<file path="src/rtl/rwcp_pkg.sv">
// rwcp_pkg: shared types and constants for the RIFF WAVE chunk parser.
// Used by every module in rtl/ except rwcp_divider. No dependencies.
`default_nettype none
package rwcp_pkg;

  localparam logic [31:0] TAG_RIFF = 32'h4646_4952;
  localparam logic [31:0] TAG_WAVE = 32'h4556_4157;
  localparam logic [31:0] TAG_FMT  = 32'h2074_6D66;
  localparam logic [31:0] TAG_DATA = 32'h6174_6164;

  localparam logic [1:0] EV_FORMAT = 2'd0;
  localparam logic [1:0] EV_DATA   = 2'd1;
  localparam logic [1:0] EV_DONE   = 2'd2;
  localparam logic [1:0] EV_ERROR  = 2'd3;

  localparam logic [3:0] ERR_NONE      = 4'd0;
  localparam logic [3:0] ERR_NOT_RIFF  = 4'd1;
  localparam logic [3:0] ERR_NOT_WAVE  = 4'd2;
  localparam logic [3:0] ERR_SECOND    = 4'd3;
  localparam logic [3:0] ERR_NOT_PCM   = 4'd4;
  localparam logic [3:0] ERR_NO_FMT    = 4'd5;
  localparam logic [3:0] ERR_TRUNC     = 4'd6;
  localparam logic [3:0] ERR_ZERO      = 4'd7;
  localparam logic [3:0] ERR_SHORT_FMT = 4'd8;

  typedef enum logic [2:0] {
    PH_HEADER,
    PH_CHUNK,
    PH_FMT,
    PH_SKIP,
    PH_DONE,
    PH_ERROR
  } phase_e;

  typedef enum logic [2:0] {
    S_IDLE,
    S_DISPATCH,
    S_DIV_A,
    S_DIV_B,
    S_SUM,
    S_EMIT0,
    S_EMIT1
  } state_e;

  typedef struct packed {
    logic [7:0] data_byte;
    logic       last_byte;
  } in_word_t;

  typedef struct packed {
    logic [1:0]  event_kind;
    logic [3:0]  error_code;
    logic [31:0] rate_sps;
    logic [15:0] channel_count;
    logic [13:0] sample_bytes;
    logic [31:0] chunk_offset;
    logic [31:0] sample_total;
    logic        run_last;
  } out_word_t;

  // controller -> datapath
  typedef struct packed {
    logic step;       // byte accepted this edge
    logic div_start;  // launch a divide
    logic div_second; // divide is quotient / channels
    logic div_store;  // keep final quotient
    logic sum_add;    // fold count into total
    logic ev_sel;     // which pending event is shown
  } cmd_t;

  // datapath -> controller
  typedef struct packed {
    logic [1:0] ev_cnt;
    logic       need_div;
    logic       div_done;
  } sts_t;

endpackage
`default_nettype wire

</file>
<file path="src/rtl/rwcp_divider.sv">
// rwcp_divider: restoring divider, 32-bit dividend by 16-bit divisor,
// one quotient bit per cycle. Depends on nothing.
`default_nettype none
module rwcp_divider (
  input  wire logic        clk_i,
  input  wire logic        rst_ni,
  input  wire logic        start_i,
  input  wire logic [31:0] dividend_i,
  input  wire logic [15:0] divisor_i,
  output logic [31:0]      quot_o,
  output logic             done_o
);

  logic [31:0] quot_q, quot_d;
  logic [16:0] rem_q, rem_d;
  logic [15:0] dvs_q, dvs_d;
  logic [4:0]  cnt_q, cnt_d;
  logic        busy_q, busy_d;
  logic        done_q, done_d;
  logic [16:0] rem_sh;
  logic [16:0] rem_sub;

  always_comb begin
    rem_sh  = {rem_q[15:0], quot_q[31]};
    rem_sub = rem_sh - {1'b0, dvs_q};
    quot_d  = quot_q;
    rem_d   = rem_q;
    dvs_d   = dvs_q;
    cnt_d   = cnt_q;
    busy_d  = busy_q;
    done_d  = 1'b0;
    if (start_i) begin
      quot_d = dividend_i;
      rem_d  = '0;
      dvs_d  = divisor_i;
      cnt_d  = '0;
      busy_d = 1'b1;
    end else if (busy_q) begin
      if (rem_sh >= {1'b0, dvs_q}) begin
        rem_d  = rem_sub;
        quot_d = {quot_q[30:0], 1'b1};
      end else begin
        rem_d  = rem_sh;
        quot_d = {quot_q[30:0], 1'b0};
      end
      cnt_d = cnt_q + 5'd1;
      if (cnt_q == 5'd31) begin
        busy_d = 1'b0;
        done_d = 1'b1;
      end
    end
  end

  always_ff @(posedge clk_i or negedge rst_ni) begin
    if (!rst_ni) begin
      busy_q <= 1'b0;
      done_q <= 1'b0;
      cnt_q  <= '0;
    end else begin
      busy_q <= busy_d;
      done_q <= done_d;
      cnt_q  <= cnt_d;
    end
  end

  always_ff @(posedge clk_i) begin
    quot_q <= quot_d;
    rem_q  <= rem_d;
    dvs_q  <= dvs_d;
  end

  assign quot_o = quot_q;
  assign done_o = done_q;

endmodule
`default_nettype wire

</file>
<file path="src/rtl/rwcp_datapath.sv">
// rwcp_datapath: parse state, per-byte update, pending events and result word.
// Depends on rwcp_pkg and rwcp_divider.
`default_nettype none
module rwcp_datapath (
  input  wire logic              clk_i,
  input  wire logic              rst_ni,
  input  wire rwcp_pkg::in_word_t in_word_i,
  input  wire rwcp_pkg::cmd_t    cmd_i,
  output rwcp_pkg::sts_t         sts_o,
  output rwcp_pkg::out_word_t    out_word_o
);

  rwcp_pkg::phase_e phase_q, phase_d;
  logic [31:0] idx_q, idx_d;
  logic [31:0] remain_q, remain_d;
  logic [31:0] pos_q, pos_d;
  logic [31:0] tag_q, tag_d;
  logic [31:0] len_q, len_d;
  logic        seen_q, seen_d;
  logic [15:0] ftag_q, ftag_d;
  logic [15:0] ch_q, ch_d;
  logic [31:0] rate_q, rate_d;
  logic [15:0] bits_q, bits_d;
  logic [31:0] sum_q, sum_d;
  logic [31:0] cnt_q, cnt_d;
  logic [1:0]  k0_q, k0_d, k1_q, k1_d;
  logic [3:0]  e0_q, e0_d, e1_q, e1_d;
  logic [1:0]  n_q, n_d;
  logic        nd_q, nd_d;

  logic [7:0]  b;
  logic [31:0] bw;
  logic [4:0]  sh;
  logic        has_m, has_t;
  logic [1:0]  m_kind, t_kind;
  logic [3:0]  m_err, t_err;
  logic [32:0] padded;
  logic [32:0] idx_inc;
  logic [31:0] len_base;
  logic [13:0] sb;
  logic [32:0] sum_w;
  logic [31:0] cnt_fix;
  logic [31:0] div_q;
  logic        div_done;
  logic [31:0] div_dividend;
  logic [15:0] div_divisor;

  assign b   = in_word_i.data_byte;
  assign bw  = {24'd0, b};
  assign sh  = {idx_q[1:0], 3'd0};
  assign sb  = 14'((({1'b0, bits_q}) + 17'd7) >> 3);
  assign padded  = ({1'b0, len_q} + 33'd1) & ~33'd1;
  assign idx_inc = {1'b0, idx_q} + 33'd1;
  assign len_base = (idx_q == 32'd0) ? 32'd0 : len_q;

  // per-byte update
  always_comb begin
    phase_d = phase_q;
    idx_d = idx_q; remain_d = remain_q; pos_d = pos_q; tag_d = tag_q;
    len_d = len_q; seen_d = seen_q; ftag_d = ftag_q; ch_d = ch_q;
    rate_d = rate_q; bits_d = bits_q;
    has_m = 1'b0; m_kind = rwcp_pkg::EV_ERROR; m_err = rwcp_pkg::ERR_NONE;
    has_t = 1'b0; t_kind = rwcp_pkg::EV_DONE; t_err = rwcp_pkg::ERR_NONE;
    nd_d = 1'b0;
    if (!(phase_q inside {rwcp_pkg::PH_DONE, rwcp_pkg::PH_ERROR})) begin
      pos_d = pos_q + 32'd1;
      idx_d = idx_q + 32'd1;
      case (phase_q)
        rwcp_pkg::PH_HEADER: begin
          tag_d = {b, tag_q[31:8]};
          if (idx_q inside {[32'd4:32'd7]}) len_d = len_q | (bw << sh);
          if (idx_q == 32'd3 && tag_d != rwcp_pkg::TAG_RIFF) begin
            has_m = 1'b1; m_err = rwcp_pkg::ERR_NOT_RIFF;
            phase_d = rwcp_pkg::PH_ERROR;
          end else if (idx_q == 32'd7) begin
            remain_d = (len_d < 32'd4) ? 32'd0 : len_d - 32'd4;
          end else if (idx_q == 32'd11) begin
            if (tag_d != rwcp_pkg::TAG_WAVE) begin
              has_m = 1'b1; m_err = rwcp_pkg::ERR_NOT_WAVE;
              phase_d = rwcp_pkg::PH_ERROR;
            end else if (remain_q == 32'd0) begin
              has_t = 1'b1; phase_d = rwcp_pkg::PH_DONE;
            end else begin
              phase_d = rwcp_pkg::PH_CHUNK; idx_d = '0;
            end
          end
        end
        rwcp_pkg::PH_CHUNK: begin
          len_d = len_base;
          if (idx_q < 32'd4) tag_d = {b, tag_q[31:8]};
          else len_d = len_base | (bw << sh);
          remain_d = remain_q - 32'd1;
          if (idx_q == 32'd7) begin
            idx_d = '0;
            phase_d = (len_d == 32'd0) ? rwcp_pkg::PH_CHUNK : rwcp_pkg::PH_SKIP;
            if (tag_q == rwcp_pkg::TAG_FMT) begin
              if (seen_q) begin
                has_m = 1'b1; m_err = rwcp_pkg::ERR_SECOND;
                phase_d = rwcp_pkg::PH_ERROR;
              end else if (len_d < 32'd16) begin
                has_m = 1'b1; m_err = rwcp_pkg::ERR_SHORT_FMT;
                phase_d = rwcp_pkg::PH_ERROR;
              end else begin
                seen_d = 1'b1; phase_d = rwcp_pkg::PH_FMT;
              end
            end else if (tag_q == rwcp_pkg::TAG_DATA) begin
              if (!seen_q) begin
                has_m = 1'b1; m_err = rwcp_pkg::ERR_NO_FMT;
                phase_d = rwcp_pkg::PH_ERROR;
              end else begin
                has_m = 1'b1; m_kind = rwcp_pkg::EV_DATA; nd_d = 1'b1;
              end
            end
            if (phase_d != rwcp_pkg::PH_ERROR && remain_d == 32'd0) begin
              has_t = 1'b1; phase_d = rwcp_pkg::PH_DONE;
            end
          end else if (remain_d == 32'd0) begin
            has_t = 1'b1; phase_d = rwcp_pkg::PH_DONE;
          end
        end
        default: begin
          if (phase_q == rwcp_pkg::PH_FMT && idx_q < 32'd16) begin
            if (idx_q < 32'd2) ftag_d = ftag_q | (16'(b) << {idx_q[0], 3'd0});
            else if (idx_q < 32'd4) ch_d = ch_q | (16'(b) << {idx_q[0], 3'd0});
            else if (idx_q < 32'd8) rate_d = rate_q | (bw << sh);
            else if (idx_q >= 32'd14) bits_d = bits_q | (16'(b) << {idx_q[0], 3'd0});
          end
          remain_d = remain_q - 32'd1;
          if (phase_q == rwcp_pkg::PH_FMT && idx_q == 32'd15) begin
            has_m = 1'b1;
            if (ftag_d != 16'd1) begin
              m_err = rwcp_pkg::ERR_NOT_PCM; phase_d = rwcp_pkg::PH_ERROR;
            end else if (ch_d == 16'd0 || bits_d == 16'd0) begin
              m_err = rwcp_pkg::ERR_ZERO; phase_d = rwcp_pkg::PH_ERROR;
            end else begin
              m_kind = rwcp_pkg::EV_FORMAT;
            end
          end
          if (phase_d != rwcp_pkg::PH_ERROR) begin
            if (remain_d == 32'd0) begin
              has_t = 1'b1; phase_d = rwcp_pkg::PH_DONE;
            end else if (idx_inc == padded) begin
              phase_d = rwcp_pkg::PH_CHUNK; idx_d = '0;
            end
          end
        end
      endcase
      if (in_word_i.last_byte &&
          !(phase_d inside {rwcp_pkg::PH_DONE, rwcp_pkg::PH_ERROR})) begin
        has_t = 1'b1; t_kind = rwcp_pkg::EV_ERROR; t_err = rwcp_pkg::ERR_TRUNC;
        phase_d = rwcp_pkg::PH_ERROR;
      end
    end
    // pack pending events in order
    if (has_m) begin
      k0_d = m_kind; e0_d = m_err; k1_d = t_kind; e1_d = t_err;
      n_d = has_t ? 2'd2 : 2'd1;
    end else begin
      k0_d = t_kind; e0_d = t_err; k1_d = t_kind; e1_d = t_err;
      n_d = {1'b0, has_t};
    end
  end

  assign div_dividend = cmd_i.div_second ? div_q : len_q;
  assign div_divisor  = cmd_i.div_second ? ch_q : {2'b00, sb};

  rwcp_divider u_div (
    .clk_i      (clk_i),
    .rst_ni     (rst_ni),
    .start_i    (cmd_i.div_start),
    .dividend_i (div_dividend),
    .divisor_i  (div_divisor),
    .quot_o     (div_q),
    .done_o     (div_done)
  );

  // zero divisors give a zero count
  assign cnt_fix = (sb == 14'd0 || ch_q == 16'd0) ? 32'd0 : cnt_q;
  assign sum_w   = {1'b0, sum_q} + {1'b0, cnt_fix};

  always_comb begin
    cnt_d = cnt_q;
    sum_d = sum_q;
    if (cmd_i.div_store) cnt_d = div_q;
    if (cmd_i.sum_add) begin
      cnt_d = cnt_fix;
      sum_d = sum_w[32] ? 32'hFFFF_FFFF : sum_w[31:0];
    end
  end

  always_ff @(posedge clk_i or negedge rst_ni) begin
    if (!rst_ni) begin
      phase_q <= rwcp_pkg::PH_HEADER;
      idx_q <= '0; remain_q <= '0; pos_q <= '0; tag_q <= '0; len_q <= '0;
      seen_q <= 1'b0; ftag_q <= '0; ch_q <= '0; rate_q <= '0; bits_q <= '0;
      sum_q <= '0; cnt_q <= '0;
      k0_q <= '0; k1_q <= '0; e0_q <= '0; e1_q <= '0; n_q <= '0; nd_q <= 1'b0;
    end else begin
      if (cmd_i.step) begin
        phase_q <= phase_d; idx_q <= idx_d; remain_q <= remain_d;
        pos_q <= pos_d; tag_q <= tag_d; len_q <= len_d; seen_q <= seen_d;
        ftag_q <= ftag_d; ch_q <= ch_d; rate_q <= rate_d; bits_q <= bits_d;
        k0_q <= k0_d; k1_q <= k1_d; e0_q <= e0_d; e1_q <= e1_d;
        n_q <= n_d; nd_q <= nd_d;
      end
      cnt_q <= cnt_d;
      sum_q <= sum_d;
    end
  end

  assign sts_o.ev_cnt   = n_q;
  assign sts_o.need_div = nd_q;
  assign sts_o.div_done = div_done;

  logic [1:0] kind;
  logic       ok;
  always_comb begin
    kind = cmd_i.ev_sel ? k1_q : k0_q;
    ok   = kind != rwcp_pkg::EV_ERROR;
    out_word_o.event_kind    = kind;
    out_word_o.error_code    = cmd_i.ev_sel ? e1_q : e0_q;
    out_word_o.rate_sps      = ok ? rate_q : 32'd0;
    out_word_o.channel_count = ok ? ch_q : 16'd0;
    out_word_o.sample_bytes  = ok ? sb : 14'd0;
    out_word_o.chunk_offset  = (kind == rwcp_pkg::EV_DATA) ? pos_q : 32'd0;
    out_word_o.sample_total  = (kind == rwcp_pkg::EV_DATA) ? cnt_q :
                               (kind == rwcp_pkg::EV_DONE) ? sum_q : 32'd0;
    out_word_o.run_last      = cmd_i.ev_sel || (n_q == 2'd1);
  end

endmodule
`default_nettype wire

</file>
<file path="src/rtl/rwcp_ctrl.sv">
// rwcp_ctrl: sequencer for byte intake, divide, total update and emission.
// Depends on rwcp_pkg.
`default_nettype none
module rwcp_ctrl (
  input  wire logic           clk_i,
  input  wire logic           rst_ni,
  input  wire logic           in_valid_i,
  output logic                in_stall_o,
  output logic                out_valid_o,
  input  wire logic           out_stall_i,
  input  wire rwcp_pkg::sts_t sts_i,
  output rwcp_pkg::cmd_t      cmd_o
);

  rwcp_pkg::state_e state_q, state_d;
  logic in_acc, out_acc;

  assign in_stall_o  = state_q != rwcp_pkg::S_IDLE;
  assign out_valid_o = state_q == rwcp_pkg::S_EMIT0 || state_q == rwcp_pkg::S_EMIT1;
  assign in_acc  = in_valid_i && !in_stall_o;
  assign out_acc = out_valid_o && !out_stall_i;

  always_comb begin
    state_d = state_q;
    case (state_q)
      rwcp_pkg::S_IDLE:     if (in_acc) state_d = rwcp_pkg::S_DISPATCH;
      rwcp_pkg::S_DISPATCH: begin
        if (sts_i.need_div) state_d = rwcp_pkg::S_DIV_A;
        else if (sts_i.ev_cnt != 2'd0) state_d = rwcp_pkg::S_EMIT0;
        else state_d = rwcp_pkg::S_IDLE;
      end
      rwcp_pkg::S_DIV_A:    if (sts_i.div_done) state_d = rwcp_pkg::S_DIV_B;
      rwcp_pkg::S_DIV_B:    if (sts_i.div_done) state_d = rwcp_pkg::S_SUM;
      rwcp_pkg::S_SUM:      state_d = rwcp_pkg::S_EMIT0;
      rwcp_pkg::S_EMIT0: begin
        if (out_acc) state_d = (sts_i.ev_cnt == 2'd2) ? rwcp_pkg::S_EMIT1 : rwcp_pkg::S_IDLE;
      end
      rwcp_pkg::S_EMIT1:    if (out_acc) state_d = rwcp_pkg::S_IDLE;
      default:              state_d = rwcp_pkg::S_IDLE;
    endcase
  end

  always_comb begin
    cmd_o = '0;
    cmd_o.step   = in_acc;
    cmd_o.ev_sel = state_q == rwcp_pkg::S_EMIT1;
    case (state_q)
      rwcp_pkg::S_DISPATCH: cmd_o.div_start = sts_i.need_div;
      rwcp_pkg::S_DIV_A: begin
        cmd_o.div_start  = sts_i.div_done;
        cmd_o.div_second = 1'b1;
      end
      rwcp_pkg::S_DIV_B:    cmd_o.div_store = sts_i.div_done;
      rwcp_pkg::S_SUM:      cmd_o.sum_add = 1'b1;
      default:              cmd_o.step = in_acc;
    endcase
  end

  always_ff @(posedge clk_i or negedge rst_ni) begin
    if (!rst_ni) state_q <= rwcp_pkg::S_IDLE;
    else         state_q <= state_d;
  end

  a_acc_dispatch: assert property (@(posedge clk_i) disable iff (!rst_ni)
    in_acc |=> state_q == rwcp_pkg::S_DISPATCH)
    else $error("byte accept not followed by dispatch");

  a_sum_has_event: assert property (@(posedge clk_i) disable iff (!rst_ni)
    state_q == rwcp_pkg::S_SUM |-> sts_i.ev_cnt != 2'd0)
    else $error("total update without a pending event");

  a_emit_pending: assert property (@(posedge clk_i) disable iff (!rst_ni)
    out_valid_o |-> sts_i.ev_cnt != 2'd0)
    else $error("result shown with nothing pending");

  a_second_two: assert property (@(posedge clk_i) disable iff (!rst_ni)
    state_q == rwcp_pkg::S_EMIT1 |-> sts_i.ev_cnt == 2'd2)
    else $error("second result shown with one pending");

endmodule
`default_nettype wire

</file>
<file path="src/rtl/riff_wave_chunk_parser_unit.sv">
// riff_wave_chunk_parser_unit: top level of the RIFF WAVE chunk parser.
// Depends on rwcp_pkg, rwcp_ctrl, rwcp_datapath (and rwcp_divider below it).
//
//  channel | signals                          | word
//  --------+----------------------------------+-------------------------
//  in      | in_valid_i, in_stall_o, in_word_i | one file byte + last flag
//  out     | out_valid_o, out_stall_i, out_word_o | one parse event
//
// One byte at a time: accept, dispatch, then emit each pending event in turn,
// holding while out_stall_i is high. The input stalls until all are emitted.
// A data chunk header adds two divides (load plus 32 quotient bits each)
// in the shared divider plus one total update before its events are shown.
// Reset is asynchronous, active low; parse state returns to the RIFF header.
// Bytes after done or error are accepted and dropped.
`default_nettype none
module riff_wave_chunk_parser_unit (
  input  wire logic                clk_i,
  input  wire logic                rst_ni,
  input  wire logic                in_valid_i,
  output logic                     in_stall_o,
  input  wire rwcp_pkg::in_word_t  in_word_i,
  output logic                     out_valid_o,
  input  wire logic                out_stall_i,
  output rwcp_pkg::out_word_t      out_word_o
);

  rwcp_pkg::cmd_t cmd;
  rwcp_pkg::sts_t sts;

  // sequencer: handshakes and step order
  rwcp_ctrl u_ctrl (
    .clk_i       (clk_i),
    .rst_ni      (rst_ni),
    .in_valid_i  (in_valid_i),
    .in_stall_o  (in_stall_o),
    .out_valid_o (out_valid_o),
    .out_stall_i (out_stall_i),
    .sts_i       (sts),
    .cmd_o       (cmd)
  );

  // parse state, divider and result word; word is held while stalled
  rwcp_datapath u_dp (
    .clk_i      (clk_i),
    .rst_ni     (rst_ni),
    .in_word_i  (in_word_i),
    .cmd_i      (cmd),
    .sts_o      (sts),
    .out_word_o (out_word_o)
  );

endmodule
`default_nettype wire

</file>
<file path="config.mk">
export PLATFORM = sky130hd
export DESIGN_NAME = riff_wave_chunk_parser_unit
export DESIGN_NICKNAME = d
export VERILOG_FILES = /design/src/rtl/rwcp_pkg.sv /design/src/rtl/rwcp_divider.sv /design/src/rtl/rwcp_datapath.sv /design/src/rtl/rwcp_ctrl.sv /design/src/rtl/riff_wave_chunk_parser_unit.sv
export SDC_FILE = /design/constraint.sdc
export NUM_CORES = 1
export LEC_CHECK = 0
export ABC_CLOCK_PERIOD_IN_PS = 4500
export BUFFER_PORTS_ARGS = -buffer_cell sky130_fd_sc_hd__buf_2
export CAP_MARGIN = 0
export CORE_MARGIN = 4
export CORE_UTILIZATION = 43
export CTS_CLUSTER_SIZE = 8
export DETAILED_ROUTE_END_ITERATION = 10
export HOLD_SLACK_MARGIN = 0.02
export MAX_ROUTING_LAYER = met4
export PLACE_DENSITY = 0.69
export SKIP_CTS_REPAIR_TIMING = 1
export SLEW_MARGIN = 20
export SYNTH_ARGS = -nofsm -noshare
export SYNTH_HDL_FRONTEND = slang
export SYNTH_SLANG_ARGS = --single-unit
</file>
<file path="constraint.sdc">
create_clock -name clk_i -period 4.5 [get_ports clk_i]
set_input_delay 0.225 -clock clk_i [delete_from_list [all_inputs] [get_ports clk_i]]
set_output_delay 0.225 -clock clk_i [all_outputs]
set_load 0.05 [all_outputs]
</file>
# == After elaboration in Yosys (flattened, before gate mapping) ==
# Cells that the tools add are included.
# word_totals
ff_bits,397
input_bits,13
out_inout_bits,135
word_cells,311
# classes
add_sub_neg,10
magnitude_cmp,10
n_eq_ne,39
shift,2
n_mux,171
bitwise_logic,10
reduce_logical,42
# ops
operator,n
$mux 32,32
$mux 16,18
$pmux 32 s2,3
$logic_not 32->1,4
$mux 3,37
$or 32x32->32,3
$add 32x1->33 const B,2
$add 32x1->32 const B,2
$eq 32x4->1 const B,2
$lt 32x3->1 const B,2
$lt 32x5->1 const B,2
$ne 32x31->1 const B,2
$mux 4,14
$logic_not 16->1,3
$or 16x16->16,3
$mux 1,41
$add 32x32->33,1
$eq 33x33->1,1
$eq 32x2->1 const B,1
$eq 32x3->1 const B,1
$eq 32x30->1 const B,1
$eq 32x31->1 const B,1
$ge 32x3->1 const B,1
$ge 32x4->1 const B,1
other kinds (43),106

# == Depth between registers and ports, before layout ==
# Gate-level depths: netlist of run 1.
# depth
word_depth,29
mapped_depth,18
mapped_depth_nobuf,17

# == Modules after synthesis ==
# Synthesis of run 1 repeated with hierarchy kept, for this count alone.
# unflattened
cells_unflattened,2870
area_unflattened_um2,25637.1
# by_module_without_submodules
module,instances,cells_per_inst,area_each_um2,seq_area_each_um2
rwcp_datapath,1,2511,21584.5,7982.7
rwcp_divider,1,314,3727.3,1936.9
rwcp_ctrl,1,45,325.3,75.1

# == Least setup slack after synthesis of run 1 ==
# Ideal clock, no wire load.
# synth_timing
path_type,register -> register
start,reg u_dp.bits_q[0]
end,reg u_dp.sum_q[21]
setup_ns,0.065
arrival_time_ns,4.105
required_ns,4.435
path_slack_ns,0.329
path_stages_with_launch,18
n_path_buf,2
period_less_slack_ns,4.171
cell_sequence,dfrtp_1 nor3_1 nand4_1 o41a_1 clkbuf_1 and2_1 ha_1 o211ai_1 a21boi_0 o311ai_0 a2111oi_0 o21ai_0 a31oi_1 a21oi_1 o21bai_1 a31o_2 clkbuf_1 o22a_1
# synth_between
elab_chain_cells,6
# synth_lines
item,line_no,source
"start, declared",rwcp_datapath.sv:23,"logic [15:0] bits_q, bits_d;"
"start signal, assigned",rwcp_datapath.sv:202,ftag_q <= ftag_d; ch_q <= ch_d; rate_q <= rate_d; bits_q <= bits_d;
$add 16x3->17,rwcp_datapath.sv:51,"assign sb = 14'((({1'b0, bits_q}) + 17'd7) >> 3);"
$logic_not 14->1,rwcp_datapath.sv:178,assign cnt_fix = (sb == 14'd0 || ch_q == 16'd0) ? 32'd0 : cnt_q;
$logic_or 1x1->1,rwcp_datapath.sv:178,
$mux 32,rwcp_datapath.sv:178,
$add 32x32->33,rwcp_datapath.sv:179,"assign sum_w = {1'b0, sum_q} + {1'b0, cnt_fix};"
$mux 32,rwcp_datapath.sv:187,sum_d = sum_w[32] ? 32'hFFFF_FFFF : sum_w[31:0];
"end signal, assigned",rwcp_datapath.sv:207,sum_q <= sum_d;
"end, declared",rwcp_datapath.sv:24,"logic [31:0] sum_q, sum_d;"
# Every way passes these cells.
# A chain may end at the register's enable or synchronous reset.

# == Worst setup path after layout of run 1 ==
# layout_timing
start,reg u_dp.ch_q[11]
end,reg u_dp.sum_q[14]
# layout_between
elab_chain_cells,5
# layout_lines
item,line_no,source
"start, declared",rwcp_datapath.sv:21,"logic [15:0] ch_q, ch_d;"
"start signal, assigned",rwcp_datapath.sv:202,
$logic_not 16->1,rwcp_datapath.sv:178,
$logic_or 1x1->1,rwcp_datapath.sv:178,
$mux 32,rwcp_datapath.sv:178,
$add 32x32->33,rwcp_datapath.sv:179,
$mux 32,rwcp_datapath.sv:187,
# Every way passes these cells.

==> impl_summary.log, run 1 <==
[metrics] status: complete, no violations
[metrics] largest net degree at the start of global routing: 116
[metrics] crit-path max FO: 18
[metrics] leading cell type in the layout, fill and taps excluded: sky130_fd_sc_hd__dfrtp_1
[metrics] Synth Area per Inst: 8.92 um^2
[metrics] arrival time of data at the critical path endpoint: approximately 4.8 ns
[metrics] routed via count: between 20000 and 25000
[metrics] GRT Util Overall: 27.2%
[metrics] residual DRC count: 0
[metrics] HP Class: in -> reg
[metrics] fraction of final layout cells sized beyond drive strength 1: a little under a fifth
[metrics] startpoint type of the worst setup path: flip-flop
[metrics] post-route cell area: 0.0297 mm^2
[metrics] multiplexer area fraction after synthesis: under 10%
[metrics] latest clock arrival within the worst-skew pair: between 0.6 and 0.7 ns
[metrics] Top FF cell, synth: sky130_fd_sc_hd__dfrtp_1
[metrics] input/output buffers: about 150
[metrics] overflow left after global routing: 0
[metrics] most frequent cells in the layout: 329 x sky130_fd_sc_hd__dfrtp_1, 293 x sky130_fd_sc_hd__nand2_1, 221 x sky130_fd_sc_hd__buf_4
[metrics] per-cell routed wire length: ~22 um
[metrics] synth-to-layout area growth: 17.7%
[metrics] post-synthesis share of cell area spent on and, or, nand and nor gates: between 20% and 30%
[metrics] proportion of register bits with asynchronous set or reset after synthesis: between 80% and 90%
[metrics] Core Rows: 88
[metrics] number of antenna violations at the first check in global routing: 0
[metrics] global placement routability congestion: between 1 and 1.5
[metrics] xor/xnor share of the synthesized area: under 10%
[metrics] cts bufs inserted: 56
[metrics] number of instances in the synthesized netlist: around 2800
[metrics] Die Span Y: approximately 250 um
[metrics] combinational family with the most area after synthesis: simple AND/OR/NAND/NOR gates
[metrics] part of the Yosys area used for sequential elements: 39.6%
[metrics] area fraction in compound gates after synthesis: roughly 20%
[metrics] dpl hpwl: roughly 63000 um
[metrics] area occupied by multi-input gates: ~0.014 mm^2
[metrics] depth of the CTS H-tree: 2
[metrics] vias in the first global route: 23100
[metrics] core region area: 0.0579 mm^2
[metrics] fillers: between 5000 and 6000
[metrics] CTS Root Cell: sky130_fd_sc_hd__clkbuf_16
[metrics] adder and majority cell fraction of the synthesized area: between 3 and 4%
[metrics] worst slack on hold paths: 0.0572 ns
[metrics] first-pass iteration count of the detailed router: 6
[metrics] Clk pin slew, worst setup/hold paths: approximately 0.060 ns
[metrics] number of max-cap violations: 0
[metrics] Antenna Violating Nets Remaining: 0
[metrics] fin. max-slew vios: 0
[metrics] Layout Nets: 3143
[metrics] flip-flop and latch count after synthesis: between 300 and 400
[metrics] static leakage: around 13 nW
[metrics] number of hold violations in the final report: 0
[metrics] detailed-route vias per instance: approximately 6.1
[metrics] number of flops mapped to enable cells by yosys: 48
[metrics] Post-Syn Nets: between 2000 and 3000
[metrics] die outline width: around 250 um
[metrics] Placed Area: 0.0279 mm^2
[metrics] clock tree from TritonCTS: built
[metrics] data required time at the worst endpoint: roughly 5.0 ns
[metrics] worst relative slew slack: between 30% and 40%
[metrics] period utilization: 96.1%
[metrics] antenna fix cells: 0
[metrics] Sinks on Clock Net: around 400
[metrics] Initial Util: 43.6%
[metrics] fmax: 231 MHz
[metrics] power per standard cell area: between 400 and 500 mW/mm^2
[metrics] count of distinct cell types in the synthesized netlist: 97
[metrics] Total Die Area: ~0.063 mm^2
[metrics] wire length after detailed routing: 86200 um
[metrics] FF/Latch Area: 0.00999 mm^2
[metrics] buffers from clock root to sink, at most: 3
[metrics] final number of setup-violating endpoints: 0
[metrics] cell area after technology mapping: ~0.025 mm^2
[metrics] kind of capture point of the worst setup path: flip-flop
[metrics] final critical delay including setup and external delays: 4.32 ns
[metrics] first-pass GRT wire length: between 100000 and 150000 um
[metrics] warning count from the yosys run: 0
[metrics] largest voltage drop on the vdd net: ~0.51 mV
[metrics] I/O Pins: 148
[metrics] clock skew after layout: a little under 0.04 ns
[metrics] measured slew at the worst slew-check pin: 1.04 ns
[metrics] initial drt markers: ~2300
[metrics] WS Path Type: reg -> reg
## final cells by class
cell class	instances	area share [%]
multi-input combinational	2175	48.3
sequential	393	33.7
timing repair buffer	377	8.61
clock buffer	80	5.16
tap	765	3.22
inverter	66	0.835
clock inverter	4	0.253
## sequential cells by signal, indices dropped and copies added, names as in the netlist, 32 cells and up
| register | cells |
|---|---|
| u_dp.tag_q | 32 |
| u_dp.remain_q | 32 |
| u_dp.len_q | 32 |
| u_dp.u_div.quot_o | 32 |
| u_dp.idx_q | 32 |
| u_dp.sum_q | 32 |
| u_dp.cnt_q | 32 |
| u_dp.rate_q | 32 |
| u_dp.pos_q | 32 |
## where the power goes
group          leakage (nW)  switching [mW]  internal, mW
clock network         0.778            1.58          2.38
registers              4.58           0.546          3.98
logic                  8.12            3.34          1.87
## per-layer routing
metal	wire length, um	global-route usage, %	part of all wire (%)	up-vias
met5	0	-	0	-
met4	4050	11.1	4.7	0
met3	6730	4.27	7.8	251
met2	39400	42.5	46	1073
met1	36000	35.5	42	11600
li1	-	-	-	10800
## cell families (layout without fill, tap and decap cells)
family / count (synthesis) / after routing
AO/OA/AOI/OAI: 749 / 749
AND/OR/NAND/NOR: 1126 / 1126
adder cells (fa/ha/maj): 61 / 61
multiplexers: 51 / 51
buffers and inverters: 261 / 527
XOR/XNOR: 188 / 188
flip-flops: 393 / 393
## worst max-delay path, cell delays in order, from the launching register on
cell and delay (ns):
sky130_fd_sc_hd__dfrtp_1 0.38, sky130_fd_sc_hd__nor4_1 0.42, sky130_fd_sc_hd__nand4_1 0.28, sky130_fd_sc_hd__o41a_1 0.22
sky130_fd_sc_hd__buf_12 0.17, sky130_fd_sc_hd__buf_4 0.16, sky130_fd_sc_hd__and2_1 0.16, sky130_fd_sc_hd__ha_1 0.31
sky130_fd_sc_hd__a2111oi_2 0.32, sky130_fd_sc_hd__o21ai_1 0.13, sky130_fd_sc_hd__o21a_1 0.14, sky130_fd_sc_hd__a221o_1 0.34
sky130_fd_sc_hd__o21ai_4 0.17, sky130_fd_sc_hd__a31oi_4 0.12, sky130_fd_sc_hd__a21oi_2 0.16, sky130_fd_sc_hd__o21bai_1 0.11
sky130_fd_sc_hd__a31o_2 0.25, sky130_fd_sc_hd__buf_12 0.16, sky130_fd_sc_hd__o22a_1 0.18
## cell usage after synthesis, drive strengths merged (24+ instances only)
cell type    n  share of area (%)
xor2        62                2.2
a21oi      147                2.9
nor3        67                1.5
nor2       203                3.0
o21bai      59                1.8
and2        46                1.1
a22o        67                2.3
ha          59                2.9
mux2        35                1.6
and3        73                1.8
a21o        51                1.5
xnor2      119                4.1
nand3       81                1.6
nand2      295                4.4
inv         66               0.98
a31oi       49                1.2
nor4        62                1.7
buf         54                1.2
nand4       59                1.5
o22a        30                1.0
or3         38               0.94
clkbuf     141                2.1
or2         24               0.60
edfxtp      48                5.7
o21ai      163                3.2
nor2b       70                1.7
dfrtp      329                 33
## through the flow
stage / power [mW] / setup TNS [ns] / cells / util (%) / worst slack, ns
after CTS: 13.6 / -2.67 / 3854 / 51.0 / -0.108
after global placement: 9.55 / -3.53 / 3770 / 48.2 / -0.124
final: 13.7 / 0 / 3860 / 51.3 / 0.177
after floorplan: 7.82 / 0 / 2829 / - / 0.329
after detailed placement: 9.62 / -2.19 / 3770 / 48.2 / -0.0926
after global routing: 14.3 / -0.0175 / 3860 / 51.3 / -0.00523
## worst paths after layout
| kind | from | end | slack [ns] | cells past startpoint |
|---|---|---|---|---|
| setup / recovery | u_dp.ch_q[11]$_DFFE_PN0P_ | u_dp.sum_q[14]$_DFFE_PN0P_ | 0.18 | 18 |
| setup reg to reg | u_dp.ch_q[11]$_DFFE_PN0P_ | u_dp.sum_q[14]$_DFFE_PN0P_ | 0.18 | 18 |
| hold / removal | in_word_i[2] | u_dp.len_q[1]$_DFFE_PN0P_ | 0.06 | 3 |
| hold reg to reg | u_dp.rate_q[18]$_DFFE_PN0P_ | u_dp.rate_q[18]$_DFFE_PN0P_ | 0.45 | 1 |
| max in group asynchronous | rst_ni | u_dp.pos_q[5]$_DFFE_PN0P_ | 3.02 | 3 |
| min in group asynchronous | rst_ni | u_dp.cnt_q[7]$_DFFE_PN0P_ | 0.25 | 2 |
Power figures use the tool's default switching activity.
==> inputs of run 2 (changes only) <==
--- a/config.mk
+++ b/config.mk
@@ -7,13 +7,12 @@
 export LEC_CHECK = 0
 export ABC_CLOCK_PERIOD_IN_PS = 4500
 export BUFFER_PORTS_ARGS = -buffer_cell sky130_fd_sc_hd__buf_2
-export CAP_MARGIN = 0
+export CAP_MARGIN = 20
 export CORE_MARGIN = 4
 export CORE_UTILIZATION = 43
 export CTS_CLUSTER_SIZE = 8
 export DETAILED_ROUTE_END_ITERATION = 10
 export HOLD_SLACK_MARGIN = 0.02
-export MAX_ROUTING_LAYER = met4
 export PLACE_DENSITY = 0.69
 export SKIP_CTS_REPAIR_TIMING = 1
 export SLEW_MARGIN = 20
==> impl_summary.log, run 2 (same netlist as run 1, synthesis figures left out) <==
[metrics] measured slew at the worst slew-check pin: 1.02 ns (-0.0239 ns)
[metrics] input/output buffers: 147 (unchanged)
[metrics] Flop pwr share: 33.4% (+0.4 points)
[metrics] Die Span Y: 250 um (unchanged)
[metrics] Sinks on Clock Net: 393 (unchanged)
[metrics] vias in the first global route: 23100 (+0.38%)
[metrics] smallest setup slack after layout: 0.136 ns (-0.0411 ns)
[metrics] latest clock arrival within the worst-skew pair: 0.61 ns (-0.02 ns)
[metrics] global placement routability congestion: 1.01 (-1.6%)
[metrics] number of max-cap violations: 0 (unchanged)
[metrics] internal power of the cells: 8.13 mW (-1.2%)
[metrics] Antenna Violating Nets Remaining: 0 (unchanged)
[metrics] arrival time of data at the critical path endpoint: 4.84 ns (+0.04 ns)
[metrics] first-pass GRT wire length: 133000 um (-0.52%)
[metrics] overflow left after global routing: 0 (unchanged)
[metrics] antenna fix cells: 0 (unchanged)
[metrics] reg-to-reg setup timing slack: 0.14 ns (-0.04 ns)
[metrics] first-pass iteration count of the detailed router: 6 (unchanged)
[metrics] WS Path Type: reg -> reg
[metrics] Hold Crit Start: in_word_i[2]
[metrics] GRT Util Overall: 26.2% (-1.0 points)
[metrics] residual DRC count: 0 (unchanged)
[metrics] number of hold violations in the final report: 0 (unchanged)
[metrics] final number of setup-violating endpoints: 0 (unchanged)
[metrics] Core Rows: 88 (unchanged)
[metrics] number of antenna violations at the first check in global routing: 2 (+2)
[metrics] Net Sw Frac: 40.2% (+0.27 points)
[metrics] die outline width: 250 um (unchanged)
[metrics] clock tree from TritonCTS: built
[metrics] I/O Pins: 148 (unchanged)
[metrics] largest voltage drop on the vdd net: 0.622 mV (+22%)
[metrics] global routing usage on met3: 5.10% (+0.83 points)
[metrics] fraction of final layout cells sized beyond drive strength 1: 18.3% (-0.24 points)
[metrics] Hold Crit Endpoint: u_dp.len_q[1]$_DFFE_PN0P_
[metrics] Initial Util: 43.6% (unchanged)
[metrics] detailed-route vias per instance: 6.20 (+0.94%)
[metrics] largest net degree at the start of global routing: 114 (-1.7%)
[metrics] initial drt markers: 2258 (-0.79%)
[metrics] routed via count: 23800 (+0.45%)
[metrics] Placed Area: 0.0277 mm^2 (-0.64%)
[metrics] crit-path max FO: 13 (-5)
[metrics] Layout Nets: 3123 (-0.64%)
[metrics] post-route cell area: 0.0296 mm^2 (-0.16%)
[metrics] kind of capture point of the worst setup path: flip-flop
[metrics] Clock power frac: 28.3% (-0.6 points)
[metrics] non-filler instance count after layout: 3841 (-0.49%)
[metrics] final critical delay including setup and external delays: 4.36 ns (+0.0411 ns)
[metrics] per-cell routed wire length: 22.3 um (about the same)
[metrics] power per standard cell area: 459 mW/mm^2 (-0.60%)
[metrics] met1 Usage GRT: 34.7% (-0.83 points)
[metrics] most used routing layer in global routing: met2
[metrics] total net switching power: 5.46 mW (about the same)
[metrics] Clk pin slew, worst setup/hold paths: 0.06 ns (about the same)
[metrics] CTS Root Cell: sky130_fd_sc_hd__clkbuf_16
[metrics] worst relative slew slack: 32.2% (+1.6 points)
[metrics] GR Layer Usage met2: 41.6% (-0.84 points)
[metrics] placed cell count: 3746 (-0.64%)
[metrics] data required time at the worst endpoint: 4.97 ns (about the same)
[metrics] FF-to-FF path depth: 18 (unchanged)
[metrics] most frequent cells in the layout: 328 x sky130_fd_sc_hd__dfrtp_1, 293 x sky130_fd_sc_hd__nand2_1, 198 x sky130_fd_sc_hd__buf_4
[metrics] worst slack at placement: -0.146 ns (-0.0532 ns)
[metrics] synth-to-layout area growth: 17.5%
[metrics] static leakage: 13.4 nW (-0.71%)
[metrics] Total Die Area: 0.0626 mm^2 (unchanged)
[metrics] total chip power: 13.6 mW (-0.75%)
[metrics] portion of total power attributed to combinational logic: 38.4% (+0.3 points)
[metrics] core region area: 0.0579 mm^2 (unchanged)
[metrics] endpoint of the lowest-slack register-to-register path: u_dp.sum_q[23]$_DFFE_PN0P_
[metrics] cts bufs inserted: 56 (unchanged)
[metrics] dpl hpwl: 62100 um (-1.3%)
[metrics] clock skew after layout: 0.0269 ns (-0.0121 ns)
[metrics] period utilization: 97.0% (+0.91 points)
[metrics] HP Class: in -> reg
[metrics] wire length after detailed routing: 85800 um (-0.48%)
[metrics] leading cell type in the layout, fill and taps excluded: sky130_fd_sc_hd__dfrtp_1
[metrics] startpoint of the most critical register-to-register path: u_dp.bits_q[12]$_DFFE_PN0P_
[metrics] Cells on Worst Hold Path: 3 (unchanged)
[metrics] fin. max-slew vios: 0 (unchanged)
[metrics] startpoint type of the worst setup path: flip-flop
[metrics] fmax: 229 MHz (-0.94%)
[metrics] status: complete, no violations
[metrics] buffers from clock root to sink, at most: 3 (unchanged)
[metrics] worst slack on hold paths: 0.0492 ns (-0.00804 ns)
[metrics] depth of the CTS H-tree: 2 (unchanged)
## run 2: cell count changes in the layout (fill, tap and decap cells not counted), moves of 2 or more
cell and change:
sky130_fd_sc_hd__buf_4 -23, sky130_fd_sc_hd__clkbuf_8 -3, sky130_fd_sc_hd__ha_2 +3, sky130_fd_sc_hd__a2111oi_2 -2, sky130_fd_sc_hd__ha_1 -4, sky130_fd_sc_hd__a2111oi_4 +2, sky130_fd_sc_hd__clkbuf_1 +4, sky130_fd_sc_hd__clkbuf_16 +2
## run 2: layer usage
metal / vias up / part of all wire (%) / routed length (um)
met3: 310 / 8.5 / 7280
met2: 1136 / 45 / 38800
met4: 2 / 5.2 / 4480
met5: - / 0.019 / 16
li1: 10800 / - / -
met1: 11600 / 41 / 35200
## run 2: worst max-delay path by stage
stage / from / to / slack [ns] / cells past startpoint
5_1_grt: u_dp.bits_q[7]$_DFFE_PN0P_ / u_dp.sum_q[23]$_DFFE_PN0P_ / -0.04 / 18
6_report: u_dp.bits_q[12]$_DFFE_PN0P_ / u_dp.sum_q[23]$_DFFE_PN0P_ / 0.14 / 18
3_5_place_dp: u_dp.bits_q[3]$_DFFE_PN0P_ / u_dp.sum_q[1]$_DFFE_PN0P_ / -0.15 / 19
2_1_floorplan: u_dp.bits_q[0]$_DFFE_PN0P_ / u_dp.sum_q[21]$_DFFE_PN0P_ / 0.33 / 17
4_1_cts: u_dp.bits_q[3]$_DFFE_PN0P_ / u_dp.sum_q[1]$_DFFE_PN0P_ / -0.23 / 19
3_3_place_gp: u_dp.bits_q[4]$_DFFE_PN0P_ / u_dp.sum_q[12]$_DFFE_PN0P_ / -0.14 / 21
## run 2: layout make-up
| class | count | area [um^2] |
|---|---|---|
| fill | 5372 | 28300 |
| multi-input combinational | 2175 | 14400 |
| sequential | 393 | 10000 |
| timing repair buffer | 357 | 2440 |
| clock buffer | 81 | 1510 |
| tap | 765 | 957 |
| inverter | 66 | 248 |
| clock inverter | 4 | 63.8 |
## run 2: power by group through the flow
stage	Clock (mW)	Combinational, mW	Sequential [mW]
3_3_place_gp	0	4.95	4.53
6_report	3.84	5.21	4.53
3_5_place_dp	0	5.03	4.55
5_1_grt	4.08	5.51	4.57
4_1_cts	3.92	5.05	4.50
2_1_floorplan	0	3.50	4.31
## run 2: critical path, cell delays in order, from the launching register on
cell                        delay, ns
sky130_fd_sc_hd__dfrtp_1         0.38
sky130_fd_sc_hd__nor4_2          0.29
sky130_fd_sc_hd__nand4_1         0.17
sky130_fd_sc_hd__o41a_1          0.49
sky130_fd_sc_hd__buf_12          0.18
sky130_fd_sc_hd__buf_4           0.17
sky130_fd_sc_hd__and2_4          0.17
sky130_fd_sc_hd__ha_4            0.22
sky130_fd_sc_hd__a2111oi_4       0.33
sky130_fd_sc_hd__o21ai_1         0.10
sky130_fd_sc_hd__o21a_1          0.13
sky130_fd_sc_hd__a221o_1         0.37
sky130_fd_sc_hd__o21ai_4         0.18
sky130_fd_sc_hd__a31oi_4         0.12
sky130_fd_sc_hd__a21oi_2         0.19
sky130_fd_sc_hd__o21bai_2        0.11
sky130_fd_sc_hd__a31o_4          0.27
sky130_fd_sc_hd__clkbuf_16       0.17
sky130_fd_sc_hd__o22a_1          0.18
## run 2: metrics by stage
step           setup TNS [ns]  util [%]
2_1_floorplan               0         -
3_3_place_gp            -3.97      47.9
3_5_place_dp            -3.48      47.9
4_1_cts                 -6.15      50.6
5_1_grt                -0.768      51.2
6_report                    0      51.2
==> inputs of run 3 (changes only) <==
--- a/config.mk
+++ b/config.mk
@@ -9,12 +9,13 @@
 export BUFFER_PORTS_ARGS = -buffer_cell sky130_fd_sc_hd__buf_2
 export CAP_MARGIN = 20
 export CORE_MARGIN = 4
-export CORE_UTILIZATION = 43
+export CORE_UTILIZATION = 55
 export CTS_CLUSTER_SIZE = 8
 export DETAILED_ROUTE_END_ITERATION = 10
 export HOLD_SLACK_MARGIN = 0.02
-export PLACE_DENSITY = 0.69
+export PLACE_DENSITY = 0.83
 export SKIP_CTS_REPAIR_TIMING = 1
+export SKIP_LAST_GASP = 1
 export SLEW_MARGIN = 20
 export SYNTH_ARGS = -nofsm -noshare
 export SYNTH_HDL_FRONTEND = slang
==> impl_summary.log, run 3 (same netlist as run 1, synthesis figures left out) <==
[metrics] status: complete, no violations
[metrics] largest net degree at the start of global routing: 116 (+1.8%)
[metrics] final critical delay including setup and external delays: 4.36 ns (-0.000944 ns)
[metrics] cts bufs inserted: 56 (unchanged)
[metrics] fraction of final layout cells sized beyond drive strength 1: 17.5% (-0.72 points)
[metrics] per-cell routed wire length: 23.5 um (+5.4%)
[metrics] global placement routability congestion: 1.01 (about the same)
[metrics] non-filler instance count after layout: 3675 (-4.3%)
[metrics] total chip power: 13.7 mW (+0.80%)
[metrics] largest voltage drop on the vdd net: 0.502 mV (-19%)
[metrics] first-pass GRT wire length: 134000 um (+1.1%)
[metrics] Placed Area: 0.0275 mm^2 (-0.98%)
[metrics] core region area: 0.0454 mm^2 (-22%)
[metrics] fin. max-slew vios: 0 (unchanged)
[metrics] period utilization: 97.0% (about the same)
[metrics] I/O Pins: 148 (unchanged)
[metrics] Core Rows: 78 (-11%)
[metrics] dpl hpwl: 62100 um (-0.14%)
[metrics] maximum single-stage delay on the critical path: 0.39 ns (-0.10 ns)
[metrics] number of antenna violations at the first check in global routing: 1 (-1)
[metrics] synth-to-layout area growth: 15.9%
[metrics] residual DRC count: 0 (unchanged)
[metrics] reg-to-reg setup timing slack: 0.14 ns (about the same)
[metrics] Layout Nets: 3112 (-0.35%)
[metrics] fmax: 229 MHz (about the same)
[metrics] most frequent cells in the layout: 329 x sky130_fd_sc_hd__dfrtp_1, 294 x sky130_fd_sc_hd__nand2_1, 195 x sky130_fd_sc_hd__nor2_1
[metrics] CTS Root Cell: sky130_fd_sc_hd__clkbuf_16
[metrics] Hold Crit Start: in_word_i[1]
[metrics] first-pass iteration count of the detailed router: 6 (unchanged)
[metrics] leading cell type in the layout, fill and taps excluded: sky130_fd_sc_hd__dfrtp_1
[metrics] critical path cell sequence: nor4_2, nand4_1, o41a_1, buf_12, and2_1, ha_1, inv_1, fa_2, nor2b_1, o31a_1, o311ai_2, buf_4, a2111oi_0, buf_4, o21ai_4, a31oi_2, a21oi_2, o21bai_1, a31o_2, buf_12, o22a_1
[metrics] WS Path Type: reg -> reg
[metrics] initial drt markers: 3174 (+41%)
[metrics] clock tree from TritonCTS: built
[metrics] sum of buffers and inverters on the critical path: 5 (+2)
[metrics] crit-path max FO: 20 (+7)
[metrics] overflow left after global routing: 0 (unchanged)
[metrics] vias in the first global route: 23700 (+2.3%)
[metrics] instance count on the critical path: 21 (+3)
[metrics] routed via count: 24500 (+2.8%)
[metrics] detailed-route vias per instance: 6.66 (+7.4%)
[metrics] fillers: 3735 (-30%)
[metrics] depth of the CTS H-tree: 2 (unchanged)
[metrics] clock skew after layout: 0.0342 ns (+0.00726 ns)
[metrics] HP Class: in -> reg
[metrics] worst relative slew slack: 30.2% (-2.0 points)
[metrics] buffers from clock root to sink, at most: 3 (unchanged)
[metrics] startpoint type of the worst setup path: flip-flop
[metrics] smallest setup slack after layout: 0.137 ns (+0.000944 ns)
[metrics] number of max-cap violations: 0 (unchanged)
[metrics] die outline width: 222 um (-11%)
[metrics] static leakage: 13.3 nW (-0.65%)
[metrics] Hold Crit Endpoint: u_dp.bits_q[8]$_DFFE_PN0P_
[metrics] slowest CP cell: sky130_fd_sc_hd__o41a_1
[metrics] post-route core utilization: 64.5% (+13 points)
[metrics] Initial Util: 55.6% (+12 points)
[metrics] data required time at the worst endpoint: 4.98 ns (about the same)
[metrics] Crit path max-delay family: compound AO/OA/AOI/OAI gates
[metrics] Sinks on Clock Net: 393 (unchanged)
[metrics] Cells on Worst Hold Path: 2 (-1)
[metrics] measured slew at the worst slew-check pin: 1.04 ns (+0.0280 ns)
[metrics] startpoint of the most critical register-to-register path: u_dp.bits_q[4]$_DFFE_PN0P_
[metrics] kind of capture point of the worst setup path: flip-flop
[metrics] wire length after detailed routing: 86500 um (+0.82%)
[metrics] input/output buffers: 147 (unchanged)
[metrics] Total Die Area: 0.0494 mm^2 (-21%)
[metrics] GRT Util Overall: 33.7% (+7.6 points)
[metrics] Clk pin slew, worst setup/hold paths: 0.05 ns (about the same)
[metrics] endpoint of the lowest-slack register-to-register path: u_dp.sum_q[10]$_DFFE_PN0P_
[metrics] final number of setup-violating endpoints: 0 (unchanged)
[metrics] latest clock arrival within the worst-skew pair: 0.63 ns (+0.02 ns)
[metrics] power per standard cell area: 468 mW/mm^2 (+2.1%)
[metrics] number of hold violations in the final report: 0 (unchanged)
[metrics] Die Span Y: 222 um (-11%)
[metrics] arrival time of data at the critical path endpoint: 4.85 ns (about the same)
[metrics] placed cell count: 3574 (-4.6%)
[metrics] post-route cell area: 0.0293 mm^2 (-1.3%)
[metrics] worst slack at placement: -0.240 ns (-0.0939 ns)
[metrics] FF-to-FF path depth: 21 (+3)
[metrics] Antenna Violating Nets Remaining: 0 (unchanged)
run 3: power breakdown:
| group | switching [mW] | leakage [nW] | internal (mW) |
|---|---|---|---|
| clock | 1.61 | 0.774 | 2.32 |
| sequential | 0.610 | 4.58 | 3.98 |
| combinational | 3.31 | 7.94 | 1.87 |
run 3: area by class of cell:
class	count	area, um^2	share of cell area, %
tap	600	751	2.57
antenna	3	7.51	0.0257
clock inverter	5	78.8	0.269
sequential	393	9990	34.2
inverter	66	248	0.847
clock buffer	87	1540	5.26
timing repair buffer	346	2330	7.96
multi-input combinational	2175	14300	48.9
run 3: worst register-to-register path, cell delays in order (launching register included):
cell and delay [ns]:
sky130_fd_sc_hd__dfrtp_1 0.38, sky130_fd_sc_hd__nor4_2 0.29, sky130_fd_sc_hd__nand4_1 0.17, sky130_fd_sc_hd__o41a_1 0.39, sky130_fd_sc_hd__buf_12 0.18, sky130_fd_sc_hd__and2_1 0.18, sky130_fd_sc_hd__ha_1 0.19, sky130_fd_sc_hd__inv_1 0.07
sky130_fd_sc_hd__fa_2 0.20, sky130_fd_sc_hd__nor2b_1 0.06, sky130_fd_sc_hd__o31a_1 0.28, sky130_fd_sc_hd__o311ai_2 0.26, sky130_fd_sc_hd__buf_4 0.17, sky130_fd_sc_hd__a2111oi_0 0.09, sky130_fd_sc_hd__buf_4 0.16, sky130_fd_sc_hd__o21ai_4 0.13
sky130_fd_sc_hd__a31oi_2 0.12, sky130_fd_sc_hd__a21oi_2 0.16, sky130_fd_sc_hd__o21bai_1 0.10, sky130_fd_sc_hd__a31o_2 0.30, sky130_fd_sc_hd__buf_12 0.16, sky130_fd_sc_hd__o22a_1 0.18
run 3: metal layers:
layer,vias to the layer above,part of all wire (%),track usage (%)
li1,10800,-,-
met1,11900,39,45.1
met2,1456,46,53.4
met3,346,9.9,6.46
met4,0,5.2,15.6
met5,-,0,0
run 3: worst max-delay path by stage:
stage	start	end	slack, ns
2_1_floorplan	u_dp.bits_q[0]$_DFFE_PN0P_	u_dp.sum_q[21]$_DFFE_PN0P_	0.33
3_3_place_gp	u_dp.bits_q[4]$_DFFE_PN0P_	u_dp.sum_q[10]$_DFFE_PN0P_	-0.17
3_5_place_dp	u_dp.bits_q[4]$_DFFE_PN0P_	u_dp.sum_q[10]$_DFFE_PN0P_	-0.24
4_1_cts	u_dp.bits_q[5]$_DFFE_PN0P_	u_dp.sum_q[10]$_DFFE_PN0P_	-0.14
5_1_grt	u_dp.bits_q[4]$_DFFE_PN0P_	u_dp.sum_q[8]$_DFFE_PN0P_	-0.02
6_report	u_dp.bits_q[4]$_DFFE_PN0P_	u_dp.sum_q[10]$_DFFE_PN0P_	0.14
run 3: stage by stage:
stage / setup TNS [ns] / hold slack [ns]
after floorplan: 0 / -0.0706
after global placement: -5.06 / 0.351
after detailed placement: -6.97 / 0.364
after CTS: -3.84 / -0.277
after global routing: -0.156 / 0.0637
final: 0 / 0.0598
